==> src/sv/lpb_pkg.sv <==
// ---------------------------------------------------------------------------
// lpb_pkg
// Shared types and constants for the LED pixel buffer.
// ---------------------------------------------------------------------------
package lpb_pkg;

  localparam int IDX_W   = 16;
  localparam int COLOR_W = 24;
  localparam int LCNT_W  = 11;
  localparam int OP_W    = 3;

  localparam logic [LCNT_W-1:0] LED_COUNT_RESET = 11'd1024;

  localparam logic [OP_W-1:0] OP_WRITE   = 3'd0;
  localparam logic [OP_W-1:0] OP_FILL    = 3'd1;
  localparam logic [OP_W-1:0] OP_READ    = 3'd2;
  localparam logic [OP_W-1:0] OP_UPDATE  = 3'd3;
  localparam logic [OP_W-1:0] OP_DISABLE = 3'd4;

  typedef enum logic [2:0] {
    ST_CLEAR,
    ST_IDLE,
    ST_RUN,
    ST_DRAIN,
    ST_READ,
    ST_RESULT
  } state_t;

  // pixel memory access, one write and one read port
  typedef struct packed {
    logic               we;
    logic [IDX_W-1:0]   waddr;
    logic [COLOR_W-1:0] wdata;
    logic               re;
    logic [IDX_W-1:0]   raddr;
  } mem_req_t;

  typedef struct packed {
    logic               valid;
    logic [COLOR_W-1:0] color;
    logic               show;
  } res_t;

endpackage

==> src/sv/lpb_ctrl.sv <==
// ---------------------------------------------------------------------------
// lpb_ctrl
// Operation sequencer: decodes a word, walks pixel runs through the memory
// with read-compare-write, tracks the changed and disabled flags.
// ---------------------------------------------------------------------------
module lpb_ctrl #(
  parameter int MAX_LEDS = 1024
) (
  input  logic                               clk,
  input  logic                               rst,
  input  logic                               in_valid,
  output logic                               in_ready,
  input  logic [lpb_pkg::OP_W-1:0]           operation,
  input  logic [lpb_pkg::IDX_W-1:0]          index,
  input  logic [lpb_pkg::IDX_W-1:0]          count,
  input  logic [lpb_pkg::COLOR_W-1:0]        color,
  input  logic                               disable_value,
  input  logic [lpb_pkg::LCNT_W-1:0]         led_count,
  output lpb_pkg::mem_req_t                  mem_req,
  input  logic [lpb_pkg::COLOR_W-1:0]        rdata,
  output lpb_pkg::res_t                      res,
  input  logic                               res_take
);

  localparam int IW = lpb_pkg::IDX_W;
  localparam int CW = lpb_pkg::COLOR_W;
  localparam logic [IW-1:0] MAX_V  = IW'(MAX_LEDS);
  localparam logic [IW-1:0] LAST_V = IW'(MAX_LEDS - 1);

  lpb_pkg::state_t state, state_next;

  logic [IW-1:0] cur;
  logic [IW-1:0] stop;
  logic [CW-1:0] run_color;
  logic          pipe_valid;
  logic [IW-1:0] pipe_addr;
  logic          changed;
  logic          disabled;
  logic [CW-1:0] res_color;
  logic          res_show;

  logic          accept;
  logic [IW-1:0] active;
  logic          in_range;
  logic [IW:0]   sum;
  logic [IW-1:0] fill_stop;
  logic          pix_diff;

  logic          dec_run;
  logic          dec_read;
  logic [IW-1:0] dec_first;
  logic [IW-1:0] dec_stop;
  logic [CW-1:0] dec_color;
  logic          dec_show;

  assign accept    = in_valid && in_ready;
  assign active    = ({5'd0, led_count} > MAX_V) ? MAX_V : {5'd0, led_count};
  assign in_range  = index < active;
  assign sum       = {1'b0, index} + {1'b0, count};
  assign fill_stop = (sum > {1'b0, active}) ? active : sum[IW-1:0];
  assign pix_diff  = pipe_valid && (rdata != run_color);

  // operation decode
  always_comb begin
    dec_run   = 1'b0;
    dec_read  = 1'b0;
    dec_first = index;
    dec_stop  = fill_stop;
    dec_color = color;
    dec_show  = 1'b0;
    unique case (operation)
      lpb_pkg::OP_WRITE: begin
        dec_run  = in_range;
        dec_stop = index + 1'b1;
      end
      lpb_pkg::OP_FILL: begin
        dec_run = in_range && (count != '0);
      end
      lpb_pkg::OP_READ: begin
        dec_read = in_range;
      end
      lpb_pkg::OP_UPDATE: begin
        dec_show = !disabled && changed;
      end
      lpb_pkg::OP_DISABLE: begin
        dec_run   = active != '0;
        dec_first = '0;
        dec_stop  = active;
        dec_color = '0;
        dec_show  = 1'b1;
      end
      default: begin
      end
    endcase
  end

  always_comb begin
    state_next = state;
    unique case (state)
      lpb_pkg::ST_CLEAR: begin
        if (cur == LAST_V) state_next = lpb_pkg::ST_IDLE;
      end
      lpb_pkg::ST_IDLE: begin
        if (accept) begin
          if (dec_run) state_next = lpb_pkg::ST_RUN;
          else if (dec_read) state_next = lpb_pkg::ST_READ;
          else state_next = lpb_pkg::ST_RESULT;
        end
      end
      lpb_pkg::ST_RUN: begin
        if (cur + 1'b1 == stop) state_next = lpb_pkg::ST_DRAIN;
      end
      lpb_pkg::ST_DRAIN: state_next = lpb_pkg::ST_RESULT;
      lpb_pkg::ST_READ:  state_next = lpb_pkg::ST_RESULT;
      lpb_pkg::ST_RESULT: begin
        if (res_take) state_next = lpb_pkg::ST_IDLE;
      end
      default: state_next = lpb_pkg::ST_IDLE;
    endcase
  end

  always_comb begin
    in_ready      = (state == lpb_pkg::ST_IDLE);
    mem_req.re    = (state == lpb_pkg::ST_RUN) ||
                    ((state == lpb_pkg::ST_IDLE) && accept && dec_read);
    mem_req.raddr = (state == lpb_pkg::ST_IDLE) ? index : cur;
    // write back only where the stored color differs; the clearing pass writes every pixel
    mem_req.we    = (state == lpb_pkg::ST_CLEAR) || pix_diff;
    mem_req.waddr = (state == lpb_pkg::ST_CLEAR) ? cur : pipe_addr;
    mem_req.wdata = (state == lpb_pkg::ST_CLEAR) ? '0 : run_color;
    res.valid     = (state == lpb_pkg::ST_RESULT);
    res.color     = res_color;
    res.show      = res_show;
  end

  always_ff @(posedge clk) begin
    if (rst) begin
      state      <= lpb_pkg::ST_CLEAR;
      cur        <= '0;
      pipe_valid <= 1'b0;
      changed    <= 1'b0;
      disabled   <= 1'b0;
    end else begin
      state      <= state_next;
      pipe_valid <= (state == lpb_pkg::ST_RUN);
      if (pix_diff) changed <= 1'b1;
      unique case (state)
        lpb_pkg::ST_CLEAR: cur <= cur + 1'b1;
        lpb_pkg::ST_IDLE: begin
          if (accept) begin
            cur <= dec_first;
            if (operation == lpb_pkg::OP_UPDATE && dec_show) changed <= 1'b0;
            if (operation == lpb_pkg::OP_DISABLE) disabled <= disable_value;
          end
        end
        lpb_pkg::ST_RUN: cur <= cur + 1'b1;
        default: begin
        end
      endcase
    end
  end

  always_ff @(posedge clk) begin
    pipe_addr <= cur;
    if (accept) begin
      stop      <= dec_stop;
      run_color <= dec_color;
      res_color <= '0;
      res_show  <= dec_show;
    end
    if (state == lpb_pkg::ST_READ) res_color <= rdata;
  end

endmodule

==> config.mk <==
export PLATFORM = sky130hd
export DESIGN_NAME = lpb_ctrl
export DESIGN_NICKNAME = d
export VERILOG_FILES = /design/src/sv/lpb_pkg.sv /design/src/sv/lpb_ctrl.sv
export SDC_FILE = /design/constraint.sdc
export NUM_CORES = 1
export LEC_CHECK = 0
export BUFFER_PORTS_ARGS = -buffer_cell sky130_fd_sc_hd__buf_4
export CAP_MARGIN = 25
export CORE_ASPECT_RATIO = 0.8
export CORE_MARGIN = 4
export CORE_UTILIZATION = 52
export DETAILED_ROUTE_END_ITERATION = 16
export PLACE_DENSITY = 0.82
export SYNTH_ARGS = -nofsm -noshare
export SYNTH_HDL_FRONTEND = slang
export SYNTH_SLANG_ARGS = --single-unit
==> constraint.sdc <==
create_clock -name clk -period 5.8 [get_ports clk]
set_input_delay 1.16 -clock clk [delete_from_list [all_inputs] [get_ports clk]]
set_output_delay 1.16 -clock clk [all_outputs]
set_load 0.02 [all_outputs]
==> impl_metrics.toml, run 1 <==
[run_status]
outcome = "complete, no violations"

[grt]
track_usage = 0.2634
antenna_found_initial = 0
grt_pass1_vias = 6195
grt_first_pass_wirelength_microns = 33220
grt_max_degree = 49
overflow = 0

[sta]
post-route-min-period_ps = 5248
slew_viol_final = 0
min_period_over_period = 0.9048
tightest_slew_ps = 949.6
relSlewSlack = 0.3646
setup-tns-final_ps = 0
hold_viol_final = 0
setup_viol = 0
rsz0062_at_grt = "false"
skew_ps = 5.833
fmax_mhz = 190.6

[critical_path]
timing.critical_path.to_type = "flop"
path_class = "input pin to flop"
cp_max_fo = 8
start_kind = "input pin"
required_ps = 5920
arrival_ps = 5360

[drt]
route.detailed.drc = 0
drt_first_pass_iters = 6
drt.antenna.violating_nets = 0
routed_wl_microns = 21690
wl_per_cell_microns = 19.64
drt_iter0_markers = 774
viasPerCell = 6.092
via_count = 6726

[synthesis]
synth_fp_nets = 899
ys_seq_area_frac = 0.3806
synthCells = 760
synth_warnings = 0
async_reset_ff_frac = 0
synth-seq-cells = 103
synthFlopType = "edfxtp_1"
synth_area_sq_mm = 0.007127
syn_area_per_cell_sq_um = 9.377
synth_edf_count = 65
synth_cell_types = 69

[place]
gp_congestion = 0.9230
hpwl_microns = 16520
io_buffers = 183
placed_area_sq_mm = 0.008617

[job]
maxCapViolations = 0

[clock_tree]
cts_root_buf = "clkbuf_16"
cts-hold-fix-buffers = 0
cts_buffer_depth = 2
cts_tree = "done"
cts.htree.levels = 3
cts_made_buffers = 9
clk_latency_ps = 350
clk_pin_slew_ps = 70
clkSinkCount = 103
post_cts_buffers = 0
cts_resized = 0

[final_layout]
n_fill_cell = 1045
post-route-util = 0.6803
n_antenna_cell = 0
area_growth_pct = 25.51
nNetsFinal = 1063
stdcell_area_sq_mm = 0.008945
drive_above_1_share = 0.2670

[floorplanning]
fp.dieW_microns = 138.9
initial_utilization = 0.5421
coreArea_sq_mm = 0.01315
rows = 37
die_area_sq_mm = 0.01565
design.portCount = 184
die_h_microns = 112.7

[power_and_ir_drop]
peakVddDrop_uv = 138.1
powerDensity_mw_per_mm2 = 190.2
cellLeakagePower_uw = 0.003494

[worst_hold_path]
hp-class = "flop to flop"
logic make-up after synthesis:
family / Yosys count / synth area share
xor+xnor: 68 / 0.08603
compound gates: 163 / 0.1505
mux: 33 / 0.05179
flops: 103 / 0.3806
buf+inv: 61 / 0.03301
simple gates: 292 / 0.2268
fa+ha+maj: 40 / 0.07128
stage by stage:
step	power (uW)	hold WS (ps)	setup slack, ps	cells
3_3_place_gp	1133	440.2	417.6	1085
2_1_floorplan	999.9	325.8	1015	760
3_5_place_dp	1137	448.8	266.3	1085
4_1_cts	1697	460.8	627.0	1101
6_report	1702	461.7	552.2	1104
5_1_grt	1765	480.2	320.7	1104
metal layers:
layer / part of all wire / wire (microns) / vias up / track usage
met5: 0 / 0 / - / 0
met4: 0.029 / 634 / 0 / 0.09387
met3: 0.096 / 2092 / 60 / 0.05915
met2: 0.46 / 9972 / 377 / 0.4170
met1: 0.41 / 8987 / 3150 / 0.3578
li1: - / - / 3139 / -
layout by cell type (no fill, tap or decap), types with 6 or more instances in the layout:
| cell type | instances |
|---|---|
| nor3_1 | 17 |
| nand4_1 | 19 |
| a211o_1 | 6 |
| nor2_1 | 45 |
| xnor2_1 | 30 |
| edfxtp_1 | 65 |
| o21a_1 | 6 |
| a211oi_1 | 10 |
| nor2b_1 | 30 |
| a31oi_1 | 10 |
| and2_1 | 50 |
| xor2_1 | 37 |
| o21ai_0 | 34 |
| nand2_1 | 44 |
| buf_4 | 187 |
| nor4_1 | 16 |
| a21oi_1 | 44 |
| and3_1 | 10 |
| ha_1 | 39 |
| inv_1 | 22 |
| nand3_1 | 23 |
| clkbuf_16 | 9 |
| mux2_2 | 31 |
| dfxtp_1 | 38 |
path summary, 6_finish.rpt:
path	start	end	slack (ps)	cells past startpoint
min reg2reg	cur[1]	pipe_addr[1]	460	0
max	index[0]	stop[1]	550	16
min	cur[1]	pipe_addr[1]	460	0
max reg2reg	state[0]	res_color[18]	2800	7
cell type report:
cell class                 count  area (sq um)  area share
inverter                      24         90.09     0.01007
sequential                   103          2713      0.3033
clock inverter                 6         46.29    0.005176
clock buffer                  10         229.0     0.02560
multi-input combinational    596          4192      0.4686
timing repair buffer         190          1456      0.1628
tap                          175         219.0     0.02448
critical path, cell delays in order:
cell and delay [ps]:
buf_4 150, ha_1 240, fa_1 430, a211oi_1 290, o21ai_1 120, a31oi_1 380
o21bai_1 100, a21oi_1 190, xnor2_1 220, ha_1 320, a211oi_1 210, o21ai_0 130
o311ai_0 360, nand3_1 320, or4_1 610, o311ai_0 130
synthesized netlist by cell type, types with 10 or more instances:
| master | number | area, sq um |
|---|---|---|
| a211oi_1 | 10 | 75.07 |
| a21oi_1 | 44 | 220.2 |
| a31oi_1 | 10 | 62.56 |
| and2_1 | 50 | 312.8 |
| and3_1 | 10 | 62.56 |
| clkbuf_1 | 33 | 123.9 |
| dfxtp_1 | 38 | 760.7 |
| edfxtp_1 | 65 | 1952 |
| ha_1 | 39 | 488.0 |
| inv_1 | 22 | 82.58 |
| mux2_2 | 31 | 349.1 |
| nand2_1 | 44 | 165.2 |
| nand3_1 | 23 | 115.1 |
| nand4_1 | 19 | 118.9 |
| nor2_1 | 46 | 172.7 |
| nor2b_1 | 30 | 187.7 |
| nor3_1 | 18 | 90.09 |
| nor4_1 | 16 | 100.1 |
| o21ai_0 | 34 | 170.2 |
| xnor2_1 | 30 | 262.8 |
| xor2_1 | 37 | 324.1 |
sequential cells by signal (all words and copies together), names as in the netlist:
name and count:
changed 1, cur 16, disabled 1, pipe_addr 16, pipe_valid 1, res_color 24, res_show 1, run_color 24
state 3, stop 16
power breakdown:
group,switching [uW],total [uW],internal [uW]
Sequential,4.36,783,779
Combinational,194,348,154
Clock,277,571,294
No activity file was read; power rests on OpenSTA's default activity.
==> run 2: changes to the inputs <==
- CELL_PAD_IN_SITES_DETAIL_PLACEMENT: default -> 0
- CELL_PAD_IN_SITES_GLOBAL_PLACEMENT: default -> 1
- CORE_UTILIZATION: 52 -> 41
- PLACE_DENSITY: 0.82 -> 0.85
==> impl_metrics.toml, run 2 (same netlist as run 1, synthesis figures left out) <==
[sta]
tightest_slew_ps = 1000
skew_ps = 10.69
rsz0062_at_grt = "false"
slew_viol_final = 0
setup-tns-final_ps = 0
worst_slack_ps = 596.6
hold_viol_final = 0
fmax_mhz = 192.2
setup_viol = 0
post-route-min-period_ps = 5203
relSlewSlack = 0.3307
min_period_over_period = 0.8971

[critical_path]
cp_cell_sequence = "buf_4 -> ha_1 -> fa_1 -> a211oi_1 -> o21ai_1 -> a31oi_1 -> o21bai_1 -> a21oi_1 -> xnor2_1 -> ha_1 -> a211oi_1 -> o21ai_0 -> o311ai_0 -> nand3_1 -> o31ai_2 -> o221ai_1"
timing.critical_path.to_type = "flop"
slowest_stage = "o31ai_2"
slowest_delay_ps = 430
crit_buf_inv = 1
cp_max_fo = 8
path_class = "input pin to flop"
arrival_ps = 5280
crit_family = "compound AO/OA/AOI/OAI gates"
start_kind = "input pin"
required_ps = 5880

[power_and_ir_drop]
cellLeakagePower_uw = 0.003485
peakVddDrop_uv = 125.3
powerDensity_mw_per_mm2 = 192.4

[floorplanning]
die_area_sq_mm = 0.01957
die_h_microns = 125.9
design.portCount = 184
coreArea_sq_mm = 0.01682
rows = 42
fp.dieW_microns = 155.4
initial_utilization = 0.4238

[grt]
grt_use_met2 = 0.3366
track_usage = 0.2234
overflow = 0
grt_busiest_layer = "met2"
grt_pass1_vias = 6173
antenna_found_initial = 0
grt_max_degree = 41
grt_first_pass_wirelength_microns = 34690
grtUsageMet1 = 0.3342
use_met3 = 0.03429

[drt]
drt.antenna.violating_nets = 0
viasPerCell = 5.657
via_count = 6483
drt_first_pass_iters = 5
drt_iter0_markers = 426
routed_wl_microns = 22210
wl_per_cell_microns = 19.38
route.detailed.drc = 0

[clock_tree]
cts_made_buffers = 9
cts-hold-fix-buffers = 0
clkSinkCount = 103
cts.htree.levels = 3
clk_pin_slew_ps = 70
cts_root_buf = "clkbuf_16"
cts_tree = "done"
post_cts_buffers = 0
cts_buffer_depth = 2
cts_resized = 0
clk_latency_ps = 350

[worst_hold_path]
hp-class = "flop to flop"

[final_layout]
nNetsFinal = 1060
reg_top3 = "res_color (24), run_color (24)"
area_growth_pct = 26.00
n_antenna_cell = 0
final_cell_mix = "buf_4 (186), edfxtp_1 (65), and2_1 (50)"
n_fill_cell = 1571
drive_above_1_share = 0.2646
post-route-util = 0.5340
layout_commonest_cell = "buf_4"

[place]
hpwl_microns = 17320
io_buffers = 183
place_ws_ps = 266.4
gp_congestion = 0.9257

[run_status]
outcome = "complete, no violations"

[job]
maxCapViolations = 0
## run 2: stage by stage
step                area [sq um]  total power, uW  hold WS [ps]  std cells
global route                8980             1800         485.3       1146
global placement            8666             1140         453.3       1129
detailed placement          8666             1140         456.3       1129
finish                      8980             1728         466.4       1146
CTS                         8952             1729         469.6       1145
floorplan                   7127            999.9         325.8        760
## run 2: cell type report
type / count / area, sq um / area share
well taps: 220 / 275.3 / 0.03065
flip-flops and latches: 103 / 2713 / 0.3021
multi-input cells: 596 / 4192 / 0.4668
clock inverters: 4 / 28.78 / 0.003205
repair buffers: 187 / 1424 / 0.1586
inverters: 24 / 90.09 / 0.01003
clock buffers: 12 / 257.7 / 0.02870
## run 2: metal layers
layer / up-vias / wire length [microns]
met4: 0 / 404
li1: 3128 / -
met3: 24 / 1419
met5: - / 0
met2: 250 / 9983
met1: 3081 / 10410
## run 2: final timing paths
kind / from / to / slack [ps] / cells after the start
setup reg to reg: state[1] / cur[14] / 2580 / 7
setup / recovery: index[0] / stop[5] / 600 / 16
hold / removal: cur[11] / pipe_addr[11] / 470 / 0
hold reg to reg: cur[11] / pipe_addr[11] / 470 / 0
## run 2: report_power, final
part / total, uW / switching (uW) / internal, uW
combinational: 347 / 195 / 152
sequential: 783 / 4.92 / 779
clock: 597 / 278 / 319
## run 2: worst register-to-register path, stage by stage (launching register included)
cell      delay (ps)
dfxtp_1          520
nor3_2            60
buf_4            230
nand2_1          460
clkinv_1         630
nor2_1           860
o21ai_0          200
a31oi_1          180
==> run 3: changes to the inputs <==
- ABC_AREA: default -> 1
- CORE_UTILIZATION: 41 -> 38
- PLACE_DENSITY: 0.85 -> 0.83
==> impl_metrics.toml, run 3 <==
[final_layout]
n_fill_cell = 1978
stdcell_area_sq_mm = 0.009304
n_antenna_cell = 0
drive_above_1_share = 0.1957
area_growth_pct = 27.42
reg_top3 = "res_color (24), run_color (24)"
final_cell_mix = "nand2_1 (208), buf_4 (189), inv_1 (169)"
layout_commonest_cell = "nand2_1"
nNetsFinal = 1330
post-route-util = 0.4918

[critical_path]
worstReg2RegEnd = "cur[12]"
reg2reg_depth = 10
cp_max_fo = 10
cp_cell_sequence = "buf_4 -> nor2_1 -> nand3_1 -> o21bai_2 -> nand2_1 -> ha_1 -> a21oi_1 -> nor2_1 -> nor4_1 -> nand4_1 -> o21ai_0 -> buf_4"
path_class = "input pin to output port"
slowest_stage = "nor4_1"
start_kind = "input pin"
timing.critical_path.to_type = "output port"
arrival_ps = 3550
crit_family = "simple AND/OR/NAND/NOR gates"
crit_buf_inv = 2
slowest_delay_ps = 430
required_ps = 4640
rr_startpoint = "state[0]"
r2r_slack_ps = 2860

[grt]
overflow = 0
grt_max_degree = 47
grt_pass1_vias = 6503
track_usage = 0.2032
antenna_found_initial = 0
grt_first_pass_wirelength_microns = 35160

[synthesis]
synthFlopType = "edfxtp_1"
synth_cell_types = 46
synth_top_area_frac = 0.2673
ys_seq_area_frac = 0.3715
yosysMostFrequentCell = "nand2_1"
synth_common_cells = "nand2_1 (208), inv_1 (169), nor2_1 (139)"
yosysTopAreaCell = "edfxtp_1"
synth.area.top_cells = "edfxtp_1 (27%), nand2_1 (11%), dfxtp_1 (10%)"
async_reset_ff_frac = 0
synth_fp_nets = 1158
syn_area_per_cell_sq_um = 7.166
synth_warnings = 0
synth_area_sq_mm = 0.007302
synth_edf_count = 65
synth-seq-cells = 103
synthCells = 1019

[power_and_ir_drop]
switching_power_uw = 1766
internal_power_uw = 2133
switching_share = 0.4530
peakVddDrop_uv = 208.1
cellLeakagePower_uw = 0.004483
powerDensity_mw_per_mm2 = 419.1
pwr-share-comb = 0.530
pwr-share-seq = 0.294
clockPowerShare = 0.177

[job]
maxCapViolations = 0

[sta]
min_period_over_period = 0.8114
relSlewSlack = 0.4180
hold_viol_final = 0
post-route-min-period_ps = 4706
setup-tns-final_ps = 0
skew_ps = 6.831
tightest_slew_ps = 867.6
slew_viol_final = 0
setup_viol = 0
fmax_mhz = 212.5
worst_slack_ps = 1094
rsz0062_at_grt = "false"

[worst_hold_path]
holdPathEnd = "pipe_addr[15]"
holdCritStartpoint = "cur[15]"
holdPathStages = 0
hp-class = "flop to flop"

[place]
io_buffers = 183
gp_congestion = 0.8862
place_ws_ps = 916.2
hpwl_microns = 18140
placed_area_sq_mm = 0.008967

[floorplanning]
design.portCount = 184
fp.dieW_microns = 163.0
die_area_sq_mm = 0.02151
rows = 45
die_h_microns = 132.0
initial_utilization = 0.3860
coreArea_sq_mm = 0.01892

[drt]
via_count = 7221
route.detailed.drc = 0
drt_iter0_markers = 474
wl_per_cell_microns = 15.65
routed_wl_microns = 22760
drt.antenna.violating_nets = 0
drt_first_pass_iters = 5
viasPerCell = 4.966

[clock_tree]
post_cts_buffers = 0
clk_pin_slew_ps = 70
clkSinkCount = 103
cts_resized = 0
cts.htree.levels = 3
cts_made_buffers = 9
cts-hold-fix-buffers = 0
cts_tree = "done"
cts_buffer_depth = 2
cts_root_buf = "clkbuf_16"
clk_latency_ps = 350

[run_status]
outcome = "complete, no violations"
-- run 3: cell families after synthesis --
logic type               synth area share
AND/OR/NAND/NOR                    0.2913
adder cells (fa/ha/maj)           0.06957
flip-flops                         0.3715
AO/OA/AOI/OAI                      0.1127
buffers and inverters              0.1069
XOR/XNOR                          0.04798
-- run 3: worst max path at each step --
stage	endpoint	cells past startpoint	from	slack [ps]
floorplan	mem_req[16]	4	in_valid	620
global placement	stop[6]	23	index[0]	980
detailed placement	stop[6]	23	index[0]	920
CTS	mem_req[16]	12	led_count[1]	1090
global route	stop[3]	23	index[0]	870
finish	mem_req[16]	12	led_count[1]	1090
-- run 3: cell type report --
cell class / instances / area (sq um) / area share
multi-input combinational: 711 / 3825 / 0.4111
inverter: 176 / 660.6 / 0.07101
timing repair buffer: 190 / 1446 / 0.1555
sequential: 103 / 2713 / 0.2916
clock inverter: 7 / 111.4 / 0.01197
tap: 258 / 322.8 / 0.03470
clock buffer: 9 / 225.2 / 0.02421
-- run 3: power by group through the flow --
stage / clock network (uW) / logic, uW / registers (uW)
floorplan: 0 / 1200 / 1190
global placement: 0 / 2050 / 1160
detailed placement: 0 / 2080 / 1160
CTS: 702 / 2080 / 1140
global route: 727 / 2260 / 1170
finish: 688 / 2070 / 1150
-- run 3: routing by layer --
layer | vias up | part of all wire | global-route usage
li1 | 3684 | - | -
met1 | 3274 | 0.49 | 0.3088
met2 | 246 | 0.43 | 0.3041
met3 | 17 | 0.070 | 0.03532
met4 | 0 | 0.011 | 0.03912
met5 | - | 0 | 0
-- run 3: metrics by stage --
stage	total power (uW)	std cells	hold slack, ps
finish	3899	1454	407.0
global placement	3205	1437	391.7
detailed placement	3235	1438	395.9
global route	4164	1454	429.7
floorplan	2385	1019	372.1
CTS	3926	1454	407.8
